[src/sv/smau_pkg.sv]
package smau_pkg;

  localparam int MAX_DIM    = 8;
  localparam int IDX_W      = $clog2(MAX_DIM);
  localparam int ADDR_W     = 2 * IDX_W;
  localparam int DIM_W      = 4;
  localparam int ELEM_W     = 32;
  localparam int FRAC_BITS  = 16;
  localparam int SCALE_W    = 16;
  localparam int PROD_W     = 2 * ELEM_W;
  localparam int ACC_W      = PROD_W + IDX_W;
  localparam int FIFO_DEPTH = 4;
  localparam int FIFO_PTR_W = $clog2(FIFO_DEPTH);
  localparam int CMD_W      = 2;
  localparam int OP_W       = 3;
  localparam int CFG_IDX_W  = 3;
  localparam int CFG_DATA_W = 16;

  typedef enum logic [CMD_W-1:0] {
    CMD_LOAD_A = 2'd0,
    CMD_LOAD_B = 2'd1,
    CMD_RUN    = 2'd2
  } cmd_e;

  typedef enum logic [OP_W-1:0] {
    OP_ADD   = 3'd0,
    OP_SUB   = 3'd1,
    OP_NEG   = 3'd2,
    OP_MUL   = 3'd3,
    OP_SCALE = 3'd4,
    OP_TRANS = 3'd5,
    OP_CMP   = 3'd6
  } op_e;

  typedef enum logic [CFG_IDX_W-1:0] {
    CFG_A_ROWS = 3'd0,
    CFG_A_COLS = 3'd1,
    CFG_B_ROWS = 3'd2,
    CFG_B_COLS = 3'd3,
    CFG_OP     = 3'd4,
    CFG_SCALE  = 3'd5
  } cfg_idx_e;

  typedef enum logic [2:0] {
    ST_IDLE,
    ST_RD,
    ST_EX,
    ST_ACC,
    ST_SAT,
    ST_WB
  } state_e;

  typedef struct packed {
    logic [DIM_W-1:0]          a_rows;
    logic [DIM_W-1:0]          a_cols;
    logic [DIM_W-1:0]          b_rows;
    logic [DIM_W-1:0]          b_cols;
    logic [OP_W-1:0]           operation;
    logic signed [SCALE_W-1:0] scale_factor;
  } cfg_t;

  typedef struct packed {
    cmd_e                     cmd;
    logic [IDX_W-1:0]         row;
    logic [IDX_W-1:0]         col;
    logic signed [ELEM_W-1:0] elem;
  } item_t;

  function automatic logic [IDX_W-1:0] dim_m1(input logic [DIM_W-1:0] v);
    logic [IDX_W-1:0] r;
    if (v == '0) begin
      r = '0;
    end else if (v > DIM_W'(MAX_DIM)) begin
      r = IDX_W'(MAX_DIM - 1);
    end else begin
      r = IDX_W'(v - DIM_W'(1));
    end
    return r;
  endfunction

  function automatic logic signed [ELEM_W-1:0] sat(input logic signed [ACC_W-1:0] v);
    logic signed [ACC_W-1:0] hi;
    logic signed [ACC_W-1:0] lo;
    logic signed [ELEM_W-1:0] r;
    hi = {{(ACC_W-ELEM_W+1){1'b0}}, {(ELEM_W-1){1'b1}}};
    lo = ~hi;
    if (v > hi) begin
      r = hi[ELEM_W-1:0];
    end else if (v < lo) begin
      r = lo[ELEM_W-1:0];
    end else begin
      r = v[ELEM_W-1:0];
    end
    return r;
  endfunction

endpackage

[src/sv/smau_fifo.sv]
module smau_fifo
  import smau_pkg::*;
(
  input  logic  clk_i,
  input  logic  rst_ni,
  input  logic  push_i,
  input  item_t item_i,
  output logic  full_o,
  output logic  valid_o,
  output item_t item_o,
  input  logic  pop_i
);

  item_t                 mem_q [FIFO_DEPTH];
  logic [FIFO_PTR_W-1:0] wr_q, wr_d, rd_q, rd_d;
  logic [FIFO_PTR_W:0]   cnt_q, cnt_d;
  logic                  do_push, do_pop;

  assign full_o  = (cnt_q == (FIFO_PTR_W+1)'(FIFO_DEPTH));
  assign valid_o = (cnt_q != '0);
  assign item_o  = mem_q[rd_q];
  assign do_push = push_i && !full_o;
  assign do_pop  = pop_i && valid_o;

  always_comb begin
    wr_d  = do_push ? wr_q + FIFO_PTR_W'(1) : wr_q;
    rd_d  = do_pop ? rd_q + FIFO_PTR_W'(1) : rd_q;
    cnt_d = cnt_q;
    if (do_push && !do_pop) begin
      cnt_d = cnt_q + (FIFO_PTR_W+1)'(1);
    end else if (do_pop && !do_push) begin
      cnt_d = cnt_q - (FIFO_PTR_W+1)'(1);
    end
  end

  always_ff @(posedge clk_i or negedge rst_ni) begin
    if (!rst_ni) begin
      wr_q  <= '0;
      rd_q  <= '0;
      cnt_q <= '0;
    end else begin
      wr_q  <= wr_d;
      rd_q  <= rd_d;
      cnt_q <= cnt_d;
    end
  end

  always_ff @(posedge clk_i) begin
    if (do_push) begin
      mem_q[wr_q] <= item_i;
    end
  end

endmodule

[config.mk]
export PLATFORM = sky130hd
export DESIGN_NAME = smau_fifo
export DESIGN_NICKNAME = d
export VERILOG_FILES = /design/src/sv/smau_pkg.sv /design/src/sv/smau_fifo.sv
export SDC_FILE = /design/constraint.sdc
export NUM_CORES = 1
export LEC_CHECK = 0
export BUFFER_PORTS_ARGS = -buffer_cell sky130_fd_sc_hd__buf_4
export CAP_MARGIN = 20
export CORE_ASPECT_RATIO = 1.4
export CORE_MARGIN = 4
export CORE_UTILIZATION = 51
export CTS_CLUSTER_DIAMETER = 120
export DETAILED_ROUTE_END_ITERATION = 10
export PLACE_DENSITY_LB_ADDON = 0.25
export SYNTH_ARGS = -nofsm -noshare
export SYNTH_HDL_FRONTEND = slang
export SYNTH_SLANG_ARGS = --single-unit
[constraint.sdc]
create_clock -name clk_i -period 2.2 [get_ports clk_i]
set_input_delay 0.11 -clock clk_i [delete_from_list [all_inputs] [get_ports clk_i]]
set_output_delay 0.11 -clock clk_i [all_outputs]
set_load 0.005 [all_outputs]
Word level (Yosys, flattened, before mapping)
Memories as Yosys holds them, arrays and structs flattened.
Cells that the tools add are included.
Storage, ports and cells
  bits in registers: 7
  bits in writable memories: 160
  input port bits: 44
  output and inout bits: 42
  logic and storage cells: 22
  memories kept: 1
Cells by class
  $add $sub $neg: 4
  equality and inequality tests: 1
  muxes and demuxes: 4
  reduce and logical (&&, ||, !) cells: 9
Memories
  mem_q: depth 4, bits a word 40, rd ports 1, clocked after memory_dff 0, write ports 1, RTL line smau_fifo.sv:14  | item_t mem_q [FIFO_DEPTH];
Operators by type and width (count)
  2-to-1 mux 3 bit: 2
  adder 2 x 1 -> 2 bit (second input constant): 2
  logical AND 1 bit: 4
  adder 3 x 1 -> 3 bit (second input constant): 1
  equality test 3 bit (second input constant): 1
  logical NOT 1 bit: 3
  nonzero test 3 bit: 1
  subtractor 3 x 1 -> 3 bit (second input constant): 1
  2-to-1 mux 1 bit: 2
  nonzero test 2 bit: 1

Longest topological paths before layout
  word-level depth: 7
  depth in mapped cells: 9
  gate-level depth less buffers: 8

Worst setup path before layout
Ideal clock, no wire load.
  path kind: register -> register
  from: reg cnt_q[2]
  to: mem mem_q[2][0] (netlist bit), enable pin
  setup time: 0.401 ns
  arrival time: 1.786 ns
  data required time: 1.799 ns
  path slack: 0.013 ns
  stages on the path, launching flop included: 5
  path buffers: 1
  period minus slack after synthesis: 2.187 ns
  cells stage by stage: dfrtp_1 > nor3b_2 > nor2b_1 > buf_6 > and2_1
On the way
  word-level cells in the longest chain between the ends: 5
RTL lines
  from (decl): RTL line smau_fifo.sv:16  | logic [FIFO_PTR_W:0] cnt_q, cnt_d;
  from (signal assigned): RTL line smau_fifo.sv:44  | cnt_q <= cnt_d;
  equality test 3 bit: RTL line smau_fifo.sv:19  | assign full_o = (cnt_q == (FIFO_PTR_W+1)'(FIFO_DEPTH));
  via full_o: RTL line smau_fifo.sv:8  | output logic full_o,
  logical NOT 1 bit: RTL line smau_fifo.sv:22  | assign do_push = push_i && !full_o;
  logical AND 1 bit: RTL line smau_fifo.sv:22
  via do_push: RTL line smau_fifo.sv:17  | logic do_push, do_pop;
  2-to-1 mux 1 bit: RTL line smau_fifo.sv:49  | if (do_push) begin
  2-to-1 mux 1 bit (implied by the code): RTL line smau_fifo.sv:50  | mem_q[wr_q] <= item_i;
  to (decl): RTL line smau_fifo.sv:14
The timed path passes the listed nets, and every way through them passes these cells.

Final worst setup path
  from: reg cnt_q[1]
  to: reg cnt_q[2]
On the way
  word-level cells in the longest chain between the ends: 6
  elaborated cells between the ends (all ways): 14
  classes of those cells: add/sub: 2; eq/ne: 1; mux: 2; reduce/logical: 9
RTL lines
  branches (longest 6 deep; another with subtractor 3 x 1 -> 3 bit)
Several ways; the timed one is not identified. The select of a mux whose other input is x is not followed.
A chain may end at the register's enable or synchronous reset.

==> results.md <==
* Most frequent CP cell: xor2_1
* RSZ-0062 raised after global routing: false
* Final hold vios at 0
* Number of global-route vias before repair at 3,259
* Standard-cell rows at 47
* Die W at 101.6 um
* Bufs and invs on worst path at 1
* Outcome: completed
* Placed Cells at 479
* Maximum clock rate at 471.3 MHz
* Post-layout min period at 2122 ps
* Post-DP HPWL at 6.474 mm
* Seq cells post-synth at 167
* Top delay family on crit path: simple AND/OR/NAND/NOR gates
* Initial antenna violation count at 0
* CP peak stage delay at 440 ps
* Post CTS Setup Buffer Count at 0
* Vias per cell at 5.297
* Worst slew pin tran at 485.4 ps
* Top fanout value on the critical path at 4
* Initial drt markers at 124
* Worst Setup SP: cnt_q[1]
* Distinct cells, synth at 22
* Asr flop ratio synth at 4.192%
* Commonest non-fill, non-tap cell in the layout: edfxtp_1
* H-tree levels at 4
* Root buffer cell: clkbuf_16
* Final Cycle Share at 96.45%
* DRT antenna net count at 0
* Die height at 139.0 um
* Max_cap viols at 0
* First-pass GRT wire length at 17.19 mm
* Io pins at 86
* Router iterations before antenna repair at 4
* Total number of vias at 2,929
* Hold slack at 54.99 ps
* Port bufs at 85
* Hold Path Class: primary input to async pin
* Full die area at 0.01411 sq mm
* Flop2flop setup slack at 80 ps
* Mapped cell area at 0.006250 sq mm
* CTS Buf Count at 17
* Final setup TNS at 0 ps
* Post-synthesis sequential area ratio at 79.68%
* Syn-to-layout area delta at 29.31%
* Avg Inst Size Synth at 25.51 sq um
* Initial Utilization at 52.35%
* Final setup fails at 0
* YS warnings at 0
* CP Cell Sequence: or3_1 -> nand2_1 -> ha_1 -> inv_1 -> fa_1 -> xor2_1 -> nor2_1 -> xor2_1
* Startpoint Class: register
* Tot GR Track Use at 16.37%
* Clk sink count at 167
* Core area at 0.01194 sq mm
* CTS tree: built
* Fraction of layout cells with a size suffix above 1 at 42.86%
* Ant diodes at 0
* Syn Nets at 295
* Worst EP arrival at 2450 ps
* R2r startpoint: cnt_q[1]
* Worst R2R Path Depth at 8
* RR Endpoint: cnt_q[2]
* Final Max Slew Viols at 0
* CTS Buffer Depth at 2
* Worst VDD drop at 0.8438 mV
* DRC violations left at 0
* Worst-Skew Late Latency at 410 ps
* Post-Route Skew at 8.656 ps
* Number of flops mapped to enable cells by yosys at 160
* GPL Wtd Cong at 0.7345
* Cell Pwr Density at 1289 mW/mm^2
* Clock-pin slew on the worst setup and hold paths at 60 ps
* Slowest-stage cell, CP: dfrtp_2
* Largest net degree at the start of global routing at 34
* Leak pwr at 2.871 nW
* DRT Wirelength at 10.74 mm
* Routed WL per cell at 19.43 um
* GRT overflow at 0
* Worst Setup End Kind: register
* Ys flop type: edfxtp_1
* Rel. slew slack at 67.64%
* Setup CP Type: register to register
* Non-filler cells, final at 553
* Required time worst endpoint at 2530 ps
* Mapped Cells at 245
* Nets at 443
* Most frequent cells in the layout: edfxtp_1 (160), buf_4 (96), dlygate4sd3_1 (42)
## report_power, final
| group | switching (mW) | total (mW) | internal, mW | leakage (nW) |
|---|---|---|---|---|
| Combinational | 1.32 | 3.06 | 1.74 | 1.04 |
| Clock | 1.13 | 2.91 | 1.78 | 0.286 |
| Sequential | 0.238 | 4.46 | 4.22 | 1.54 |
| Total | 2.69 | 10.4 | 7.73 | 2.87 |
## flip-flops by register name, indices dropped and copies added, names as in the netlist
signal  flops
mem_q     160
cnt_q       3
rd_q        2
wr_q        2
## cells by family after synthesis
group / synth area share (%)
DFF: 79.68
and+or+nand+nor: 1.001
adders and majority gates: 1.321
muxes: 14.95
xor gates and xnor gates: 0.8408
buffers and inverters: 2.202
## cells in the mapped netlist, types with 2 or more instances
cell      number  area [sq um]
edfxtp_1     160          4805
mux4_2        38         855.8
ha_1           5         62.56
dfrtp_1        7         175.2
xnor2_1        4         35.03
and2_1         4         25.02
inv_1          3         11.26
buf_6          2         22.52
buf_2          4         20.02
xor2_1         2         17.52
mux4_1         2         52.55
buf_12         4         80.08
## how the worst max path moves through the flow
stage | to | slack [ps] | cells after the start
final | cnt_q[2] | 80 | 8
after global routing | cnt_q[2] | 10 | 8
after CTS | cnt_q[2] | 80 | 8
after detailed placement | cnt_q[2] | 110 | 8
after global placement | cnt_q[2] | 210 | 8
after floorplan | mem_q[2][0] | 10 | 4
## timing repair
action / 4_1_cts / 5_1_grt
gates resized for setup: 0 / 1
hold endpoints to repair: 169 / 0
hold buffers: 42 / 0
endpoints found under the setup margin: 0 / 1
## through the flow
step | cell area [sq um] | power (mW) | utilization (%) | setup slack (ps)
2_1_floorplan | 6250 | 6.319 | - | 13.24
3_3_place_gp | 7076 | 7.555 | 59.27 | 207.5
3_5_place_dp | 7076 | 7.614 | 59.27 | 107.2
4_1_cts | 8080 | 10.60 | 67.69 | 76.78
5_1_grt | 8082 | 10.94 | 67.70 | 10.67
6_report | 8082 | 10.42 | 67.70 | 78.13
## cell type report
class                           count  area [sq um]
Multi-Input combinational cell     64          1137
Clock buffer                       19         432.9
Fill cell                         785          3856
Timing Repair Buffer              140          1181
Inverter                            3         11.26
Sequential cell                   167          4984
Tap cell                          147         183.9
Clock inverter                     13         151.4
## routing by layer
metal,global-route usage (%),routed length (um),vias up
met5,0,0,-
met4,6.303,191,0
met3,4.227,452,18
met2,27.93,5982,68
met1,19.76,4117,1515
li1,-,-,1328
Note: power is estimated with default switching activity, not from simulation.
