`config.mk`:
```
export PLATFORM = sky130hd
export DESIGN_NAME = smau_front
export DESIGN_NICKNAME = d
export VERILOG_FILES = /design/src/sv/smau_pkg.sv /design/src/sv/smau_front.sv
export SDC_FILE = /design/constraint.sdc
export NUM_CORES = 1
export LEC_CHECK = 0
export BUFFER_PORTS_ARGS = -buffer_cell sky130_fd_sc_hd__buf_2
export CORE_MARGIN = 1
export CORE_UTILIZATION = 35
export CTS_CLUSTER_SIZE = 30
export DETAILED_ROUTE_END_ITERATION = 10
export GPL_ROUTABILITY_DRIVEN = 0
export PLACE_DENSITY_LB_ADDON = 0.05
export SKIP_LAST_GASP = 1
export SLEW_MARGIN = 10
export SYNTH_ARGS = -nofsm -noshare
export SYNTH_HDL_FRONTEND = slang
export SYNTH_SLANG_ARGS = --single-unit
```
`constraint.sdc`:
```
create_clock -name clk_i -period 8.8 [get_ports clk_i]
set_clock_uncertainty 0.15 [all_clocks]
set_input_delay 1.32 -clock clk_i [delete_from_list [all_inputs] [get_ports clk_i]]
set_output_delay 1.32 -clock clk_i [all_outputs]
set_load 0.005 [all_outputs]
```
`src/sv/smau_pkg.sv`:
```
package smau_pkg;

  localparam int MAX_DIM    = 8;
  localparam int IDX_W      = $clog2(MAX_DIM);
  localparam int ADDR_W     = 2 * IDX_W;
  localparam int DIM_W      = 4;
  localparam int ELEM_W     = 32;
  localparam int FRAC_BITS  = 16;
  localparam int SCALE_W    = 16;
  localparam int PROD_W     = 2 * ELEM_W;
  localparam int ACC_W      = PROD_W + IDX_W;
  localparam int FIFO_DEPTH = 4;
  localparam int FIFO_PTR_W = $clog2(FIFO_DEPTH);
  localparam int CMD_W      = 2;
  localparam int OP_W       = 3;
  localparam int CFG_IDX_W  = 3;
  localparam int CFG_DATA_W = 16;

  typedef enum logic [CMD_W-1:0] {
    CMD_LOAD_A = 2'd0,
    CMD_LOAD_B = 2'd1,
    CMD_RUN    = 2'd2
  } cmd_e;

  typedef enum logic [OP_W-1:0] {
    OP_ADD   = 3'd0,
    OP_SUB   = 3'd1,
    OP_NEG   = 3'd2,
    OP_MUL   = 3'd3,
    OP_SCALE = 3'd4,
    OP_TRANS = 3'd5,
    OP_CMP   = 3'd6
  } op_e;

  typedef enum logic [CFG_IDX_W-1:0] {
    CFG_A_ROWS = 3'd0,
    CFG_A_COLS = 3'd1,
    CFG_B_ROWS = 3'd2,
    CFG_B_COLS = 3'd3,
    CFG_OP     = 3'd4,
    CFG_SCALE  = 3'd5
  } cfg_idx_e;

  typedef enum logic [2:0] {
    ST_IDLE,
    ST_RD,
    ST_EX,
    ST_ACC,
    ST_SAT,
    ST_WB
  } state_e;

  typedef struct packed {
    logic [DIM_W-1:0]          a_rows;
    logic [DIM_W-1:0]          a_cols;
    logic [DIM_W-1:0]          b_rows;
    logic [DIM_W-1:0]          b_cols;
    logic [OP_W-1:0]           operation;
    logic signed [SCALE_W-1:0] scale_factor;
  } cfg_t;

  typedef struct packed {
    cmd_e                     cmd;
    logic [IDX_W-1:0]         row;
    logic [IDX_W-1:0]         col;
    logic signed [ELEM_W-1:0] elem;
  } item_t;

  function automatic logic [IDX_W-1:0] dim_m1(input logic [DIM_W-1:0] v);
    logic [IDX_W-1:0] r;
    if (v == '0) begin
      r = '0;
    end else if (v > DIM_W'(MAX_DIM)) begin
      r = IDX_W'(MAX_DIM - 1);
    end else begin
      r = IDX_W'(v - DIM_W'(1));
    end
    return r;
  endfunction

  function automatic logic signed [ELEM_W-1:0] sat(input logic signed [ACC_W-1:0] v);
    logic signed [ACC_W-1:0] hi;
    logic signed [ACC_W-1:0] lo;
    logic signed [ELEM_W-1:0] r;
    hi = {{(ACC_W-ELEM_W+1){1'b0}}, {(ELEM_W-1){1'b1}}};
    lo = ~hi;
    if (v > hi) begin
      r = hi[ELEM_W-1:0];
    end else if (v < lo) begin
      r = lo[ELEM_W-1:0];
    end else begin
      r = v[ELEM_W-1:0];
    end
    return r;
  endfunction

endpackage

```
`src/sv/smau_front.sv`:
```
module smau_front
  import smau_pkg::*;
(
  input  logic                     clk_i,
  input  logic                     rst_ni,
  input  logic                     in_valid_i,
  output logic                     in_stall_o,
  input  logic [CMD_W-1:0]         command_i,
  input  logic [IDX_W-1:0]         row_index_i,
  input  logic [IDX_W-1:0]         col_index_i,
  input  logic signed [ELEM_W-1:0] elem_in_i,
  input  logic                     q_full_i,
  output logic                     q_push_o,
  output item_t                    q_item_o
);

  logic  valid_q, valid_d;
  item_t item_q, item_d;
  logic  keep;
  logic  accept;

  always_comb begin
    unique case (command_i) inside
      CMD_LOAD_A, CMD_LOAD_B, CMD_RUN: keep = 1'b1;
      default:                         keep = 1'b0;
    endcase
  end

  assign q_push_o   = valid_q && !q_full_i;
  assign in_stall_o = valid_q && q_full_i;
  assign accept     = in_valid_i && !in_stall_o;
  assign q_item_o   = item_q;

  always_comb begin
    valid_d = valid_q;
    item_d  = item_q;
    if (accept) begin
      valid_d = keep;
      item_d  = '{cmd: cmd_e'(command_i), row: row_index_i, col: col_index_i,
                  elem: elem_in_i};
    end else if (q_push_o) begin
      valid_d = 1'b0;
    end
  end

  always_ff @(posedge clk_i or negedge rst_ni) begin
    if (!rst_ni) begin
      valid_q <= 1'b0;
    end else begin
      valid_q <= valid_d;
    end
  end

  always_ff @(posedge clk_i) begin
    item_q <= item_d;
  end

endmodule

```
Word level (Yosys, flattened, before mapping)
Cells that the tools add are included.
{ "word_totals": {"regBits": 41, "inputBits": 44} }
{ "op_classes": {"eq_ne": 2, "n_mux": 3, "reduce_logical": 8} }
{ "ops": {"columns": ["operator", "n"], "rows": [
  ["logical AND 1 bit", 3],
  ["two-way mux 1 bit", 3],
  ["OR reduction 3 bit", 1],
  ["== test 2 x 1 -> 1 bit, second input constant", 1],
  ["== test 2 bit, second input constant", 1],
  ["zero test 1 bit", 2],
  ["zero test 2 bit", 1],
  ["nonzero test 2 bit", 1]
]} }

Depth between registers and ports, before layout
Gate-level depths: netlist of run 1.
{ "depth": {"depth_word": 4, "ltp_mapped": 2, "mapped_depth_nobuf": 2} }

Worst setup path before layout of run 1
Ideal clock, no wire load.
{ "synth_path": {"path_kind": "input-to-reg", "startpoint": "in q_full_i", "endpoint": "reg item_q, in the netlist q_item_o[0], enable pin", "setup_time_ps": 442, "arrival_ps": 3271, "path_slack_ps": 4937, "stages": 2, "cell_sequence": "and2_4 nor2b_1"} }
{ "synth_via": {"elab_chain_len": 3} }
{ "synth_lines": {"columns": ["element", "line", "text"], "rows": [
  ["start: declaration", "smau_front.sv:12", "input logic q_full_i,"],
  ["logical AND 1 bit", "smau_front.sv:30", "assign in_stall_o = valid_q && q_full_i;"],
  ["zero test 1 bit", "smau_front.sv:31", "assign accept = in_valid_i && !in_stall_o;"],
  ["logical AND 1 bit", "smau_front.sv:31", null],
  ["named net accept", "smau_front.sv:20", "logic accept;"],
  ["end signal: assignment", "smau_front.sv:55", "item_q <= item_d;"],
  ["end: declaration", "smau_front.sv:18", "item_t item_q, item_d;"]
]} }
The timed path passes the listed nets, and every way through them passes these cells.
A chain may end at the register's enable or synchronous reset.

Worst setup path after layout of run 1
{ "layout_path": {"startpoint": "in q_full_i", "endpoint": "out in_stall_o"} }
{ "layout_via": {"elab_chain_len": 1} }
{ "layout_lines": {"columns": ["element", "line", "text"], "rows": [
  ["logical AND 1 bit", "smau_front.sv:30", null],
  ["end: declaration", "smau_front.sv:7", "output logic in_stall_o,"]
]} }
Every way passes these cells.

==> results.json, run 1 <==
{
  "status": "complete, no violations",
  "total_power_w": 0.0003424,
  "vdd_drop_max_uv": 96.40,
  "port_buffers": 85,
  "wl_per_cell_um": 11.52,
  "regToRegSetupSlack_ns": 6.92,
  "p_per_area_nw_per_um2": 190.2,
  "ant_nets": 0,
  "hp-class": "reg -> reg",
  "cts_tree": "yes",
  "first_global_vias": 671,
  "grt_first_pass_wirelength_um": 2739,
  "drc": 0,
  "crit_type": "in -> out",
  "yosysWarnings": 0,
  "vias": 758,
  "yosysMostFrequentCell": "edfxtp_1",
  "grt_max_degree": 41,
  "pre_cts_ws_ns": 5.623,
  "antenna_cells": 0,
  "clk_pin_slew_ns": 0.11,
  "synth_edf_count": 40,
  "clockBufferDepth": 2,
  "synth_nets": 90,
  "drive_gt1_share_pct": 66.91,
  "drv_slew": 0,
  "crit_arrival_ns": 1.71,
  "cts.repair_timing.setup_buffer_count": 0,
  "ys_types": 7,
  "viasPerCell": 4.097,
  "reg2reg_depth": 2,
  "final_nets": 182,
  "syn_area_um2": 1260,
  "fin_crit_ns": 3.175,
  "yosys.area.top_type_share_pct": 95.33,
  "worst_pin_slew_ns": 1.025,
  "core_um2": 3390,
  "first_pass_iters": 4,
  "synthCells": 46,
  "clkLatencyLatePin_ns": 0.33,
  "fp.dieH_um": 62,
  "start_util_pct": 37.17,
  "start_kind": "primary input",
  "avgSynthCellArea_um2": 27.39,
  "cellLeakagePower_nw": 0.7867,
  "cts.sink_count": 41,
  "antenna_found_initial": 0,
  "max_freq_ghz": 0.3149,
  "ios": 86,
  "holdPathStages": 2,
  "hp-start": "valid_q$_DFFE_PN0P_",
  "yosysSeqAreaShare_pct": 97.32,
  "ys_async_sr_fraction_pct": 2.439,
  "hold_buffers": 0,
  "synth_flop_cell": "edfxtp_1",
  "die_area_um2": 3844,
  "postLayoutCoreUtil_pct": 53.12,
  "maxCapViolations": 0,
  "numCtsBuffers": 5,
  "cts_resized": 0,
  "die_x_um": 62,
  "area_delta_synth_final_pct": 42.90,
  "holdPathEnd": "valid_q$_DFFE_PN0P_",
  "gr-usage-all-layers_pct": 11.15,
  "drt_wl_total_um": 2132,
  "yosys.area.top_type": "edfxtp_1",
  "finalCritPeriodShare_pct": 36.08,
  "rsz0062_at_grt": "false",
  "cts-root-buf": "clkbuf_4",
  "r2r-start": "valid_q$_DFFE_PN0P_",
  "r2r_end": "q_item_o[6]$_DFFE_PP_",
  "finalHoldViolCount": 0,
  "synth_seq_cells": 41,
  "ctsHtreeMaxLevel": 2,
  "critPathMaxFanout": 3,
  "setup_ws_ns": 5.625,
  "drtIter0Drc": 17,
  "num_rows": 21,
  "worstPathRequired_ns": 7.33,
  "endpoint_kind": "primary output",
  "setup-tns-final_ns": 0,
  "ys_top_cells_by_area": "edfxtp_1, dfrtp_1, and2_4, a21o_1, and2b_1",
  "grt_remaining_overflow": 0,
  "setup_viol": 0,
  "max_slew_margin_pct": 31.51
}
[worst max-delay path, stage by stage]
cell    delay, ns
buf_2        0.10
and2_4       0.16
buf_2        0.12
[how the worst max path moves through the flow]
| stage | depth (start not counted) | from | end |
|---|---|---|---|
| final | 3 | q_full_i | in_stall_o |
| after global routing | 3 | q_full_i | in_stall_o |
| after global placement | 3 | q_full_i | in_stall_o |
| after CTS | 3 | q_full_i | in_stall_o |
| after detailed placement | 3 | q_full_i | in_stall_o |
| after floorplan | 2 | q_full_i | q_item_o[0]$_DFFE_PP_ |
[placed cells by master (no fill, tap or decap), drive strengths merged]
cell	instances
nor2b	1
and2	1
clkbuf	5
nand2	1
edfxtp	40
and2b	1
a21o	1
clkinv	3
buf	85
dfrtp	1
[where the power goes]
| part | switching (W) | leakage, nW | internal, W | total, W |
|---|---|---|---|---|
| sequential | 0.00000246 | 0.394 | 0.000228 | 0.000231 |
| clock | 0.0000545 | 0.0300 | 0.0000289 | 0.0000834 |
| combinational | 0.0000133 | 0.362 | 0.0000150 | 0.0000283 |
[logic make-up (layout without fill, tap and decap cells)]
kind of cell	after synthesis	count (layout)	share of synthesized area (%)
AND/OR/NAND/NOR	4	4	2.086
buffers and inverters	0	93	0
flip-flops	41	41	97.32
AO/OA/AOI/OAI	1	1	0.5961
[stage by stage]
| step | std cells | hold WS (ns) | cell area, um2 |
|---|---|---|---|
| after CTS | 185 | 0.4969 | 1800 |
| final | 185 | 0.4929 | 1800 |
| after floorplan | 46 | 0.4121 | 1260 |
| after detailed placement | 177 | 0.4732 | 1750 |
| after global placement | 177 | 0.4502 | 1750 |
| after global routing | 185 | 0.5338 | 1800 |
[registers in the layout, indices dropped and copies added, names as in the netlist]
name,cells
valid_q,1
q_item_o,40
[layer usage]
metal	global-route usage, %	up-vias	wire length, um	part of all wire [%]
li1	-	363	-	-
met3	4.555	8	195	9.1
met1	9.793	339	727	34
met4	9.524	0	69	3.2
met5	0	-	0	0
met2	19.45	48	1140	53
[area by class of cell]
cell class              instances  area [um2]
fillers                       289        1589
repair buffers                 85       425.4
clock inverters                 3       12.51
multi-input cells               5       41.29
well taps                      46       57.56
flip-flops and latches         41        1226
clock buffers                   5       37.54
Power figures use the tool's default switching activity.
==> run 2, diff against run 1 <==
ABC_AREA = 1   (was default)
clock period = 3.3 ns   (was 8.8 ns; I/O delays follow)
==> run 2 against run 1 <==
  * Cell area grew 1.2%
  * Clock-buffer cell count rose by 1
  * Non-clock buffer count grew 2
  * Critical path depth rose by 1
  * Power increased to 2.7 times the previous value
  * Die area rose by 0.39%
  * Core utilization increased by 0.63 points
  * Global-route usage grew 0.88 points
  * Combinational power grew to 2.8 times the previous value
  * Via count increased by 1.8%
  * Largest power group unchanged
==> results.json, run 2 <==
{
  "status": "complete, no violations",
  "endpoint_kind": "flop",
  "yosysSeqAreaShare_pct": 96.93,
  "grt_first_pass_wirelength_um": 3387,
  "viasPerCell": 4.042,
  "yosysWarnings": 0,
  "wl_per_cell_um": 11.46,
  "yosys.area.top_type": "edfxtp_1",
  "cts-root-buf": "clkbuf_4",
  "syn_area_um2": 1265,
  "swShare_pct": 20.53,
  "cts.sink_count": 41,
  "vias": 772,
  "numCtsBuffers": 5,
  "final_common_cell": "buf_2",
  "rsz0062_at_grt": "false",
  "p_sw_w": 0.0001886,
  "fin_crit_ns": 1.759,
  "seqPwrFrac_pct": 67.0,
  "drt_wl_total_um": 2189,
  "final_nets": 188,
  "port_buffers": 85,
  "ys_top_cells_by_area": "edfxtp_1, dfrtp_1, nand2_1, inv_1, nand2_2",
  "regToRegSetupSlack_ns": 1.54,
  "slowest_stage": "dfrtp_1",
  "dp_hpwl_um": 1667,
  "largest_register_ffs": 40,
  "r2r_end": "q_item_o[29]$_DFFE_PP_",
  "num_rows": 21,
  "crit_type": "reg -> reg",
  "final_area_um2": 1822,
  "antenna_found_initial": 0,
  "core_um2": 3390,
  "fp.dieH_um": 62.12,
  "start_kind": "flop",
  "first_pass_iters": 3,
  "clk_pin_slew_ns": 0.11,
  "reg2reg_depth": 4,
  "cpPeakStageDelay_ns": 0.41,
  "max_freq_ghz": 0.5685,
  "finalHoldViolCount": 0,
  "finalCritPeriodShare_pct": 53.31,
  "ios": 86,
  "area_delta_synth_final_pct": 44.02,
  "worstSetupEndpoint": "q_item_o[29]$_DFFE_PP_",
  "startpoint": "valid_q$_DFFE_PN0P_",
  "start_util_pct": 37.32,
  "total_power_w": 0.0009184,
  "clock_power_share_pct": 24.5,
  "r2r-start": "valid_q$_DFFE_PN0P_",
  "cts_resized": 0,
  "die_x_um": 62.12,
  "synth_edf_count": 40,
  "place_area_um2": 1760,
  "synthCells": 50,
  "max_slew_margin_pct": 67.53,
  "hp-class": "in -> reg",
  "worstPathCellList": "nand2_2 > inv_2 > nor2_4 > buf_4",
  "drc": 0,
  "synth_seq_cells": 41,
  "worst-path-buf-inv": 2,
  "critPathMaxFanout": 24,
  "cellLeakagePower_nw": 0.8049,
  "yosys.area.top_type_share_pct": 94.96,
  "synth_flop_cell": "edfxtp_1",
  "vdd_drop_max_uv": 234.6,
  "grt_remaining_overflow": 0,
  "grt_max_degree": 25,
  "critPathTopFamily": "simple AND/OR/NAND/NOR gates",
  "clkLatencyLatePin_ns": 0.33,
  "first_global_vias": 698,
  "worstPathRequired_ns": 3.17,
  "antenna_cells": 0,
  "drive_gt1_share_pct": 66.21,
  "avgSynthCellArea_um2": 25.30,
  "worst_pin_slew_ns": 0.4859,
  "gr-usage-all-layers_pct": 12.03,
  "drtIter0Drc": 10,
  "p_int_w": 0.0007298,
  "p_per_area_nw_per_um2": 504.1,
  "comb_power_share_pct": 8.5,
  "die_area_um2": 3859,
  "ant_nets": 0,
  "path_depth": 4,
  "ctsHtreeMaxLevel": 2,
  "crit_arrival_ns": 1.63,
  "clockBufferDepth": 2,
  "setup-tns-final_ns": 0,
  "most-common-layout-cells": "buf_2, edfxtp_1, clkbuf_4, nand2_1",
  "drv_slew": 0,
  "maxCapViolations": 0,
  "ys_async_sr_fraction_pct": 2.439,
  "synth_nets": 94,
  "ys_types": 8,
  "yosysMostFrequentCell": "edfxtp_1",
  "ys_top_cells_by_count": "edfxtp_1, nand2_1, inv_1",
  "cts_tree": "yes",
  "holdWs_ns": 0.1776,
  "setup_viol": 0
}
## run 2: cells by family after synthesis
group                  count (synthesis)  share of synthesized area, %
buffers and inverters                  3                        0.8901
and+or+nand+nor                        6                         2.176
DFF                                   41                         96.93
## run 2: area by class of cell
class                   instances  area, um2
clock buffers                   6      41.29
clock inverters                 2      10.01
fillers                       299       1568
inverters                       3      11.26
multi-input cells               6      32.53
flip-flops and latches         41       1226
well taps                      46      57.56
repair buffers                 87      442.9
## run 2: worst min-delay path by stage
stage | startpoint | end | slack (ns) | depth (start not counted)
finish | col_index_i[0] | q_item_o[32]$_DFFE_PP_ | 0.18 | 1
global route | elem_in_i[2] | q_item_o[2]$_DFFE_PP_ | 0.14 | 1
CTS | col_index_i[0] | q_item_o[32]$_DFFE_PP_ | 0.16 | 1
detailed placement | rst_ni | valid_q$_DFFE_PN0P_ | 0.12 | 1
global placement | rst_ni | valid_q$_DFFE_PN0P_ | 0.12 | 1
floorplan | rst_ni | valid_q$_DFFE_PN0P_ | 0.05 | 0
## run 2: worst register-to-register path, delay by kind of cell (launching register included)
| family | cells | cell delay [ns] |
|---|---|---|
| flops | 1 | 0.41 |
| buf+inv | 2 | 0.44 |
| simple gates | 2 | 0.45 |
## run 2: through the flow
stage               std cells  util, %  worst slack, ns
floorplan                  50        -            1.106
global placement          182    51.94            1.341
detailed placement        182    51.94            1.297
CTS                       191    53.75            1.507
global route              191    53.75            1.401
finish                    191    53.75            1.541
## run 2: power by group through the flow
| stage | logic, W | clock network (W) | registers [W] |
|---|---|---|---|
| after floorplan | 0.0000140 | 0 | 0.000633 |
| after global placement | 0.0000778 | 0 | 0.000628 |
| after detailed placement | 0.0000790 | 0 | 0.000627 |
| after CTS | 0.0000800 | 0.000236 | 0.000616 |
| after global routing | 0.0000867 | 0.000260 | 0.000618 |
| final | 0.0000780 | 0.000225 | 0.000615 |
## run 2: per-layer routing
layer	wire [um]	GRT usage, %
met5	0	0
met2	1039	18.54
met1	886	14.16
met3	236	6.618
met4	27	4.360
## run 2: what timing repair did
action                    CTS  global route
setup buffers               0             0
hold buffers                1             0
hold endpoints to repair    1             0
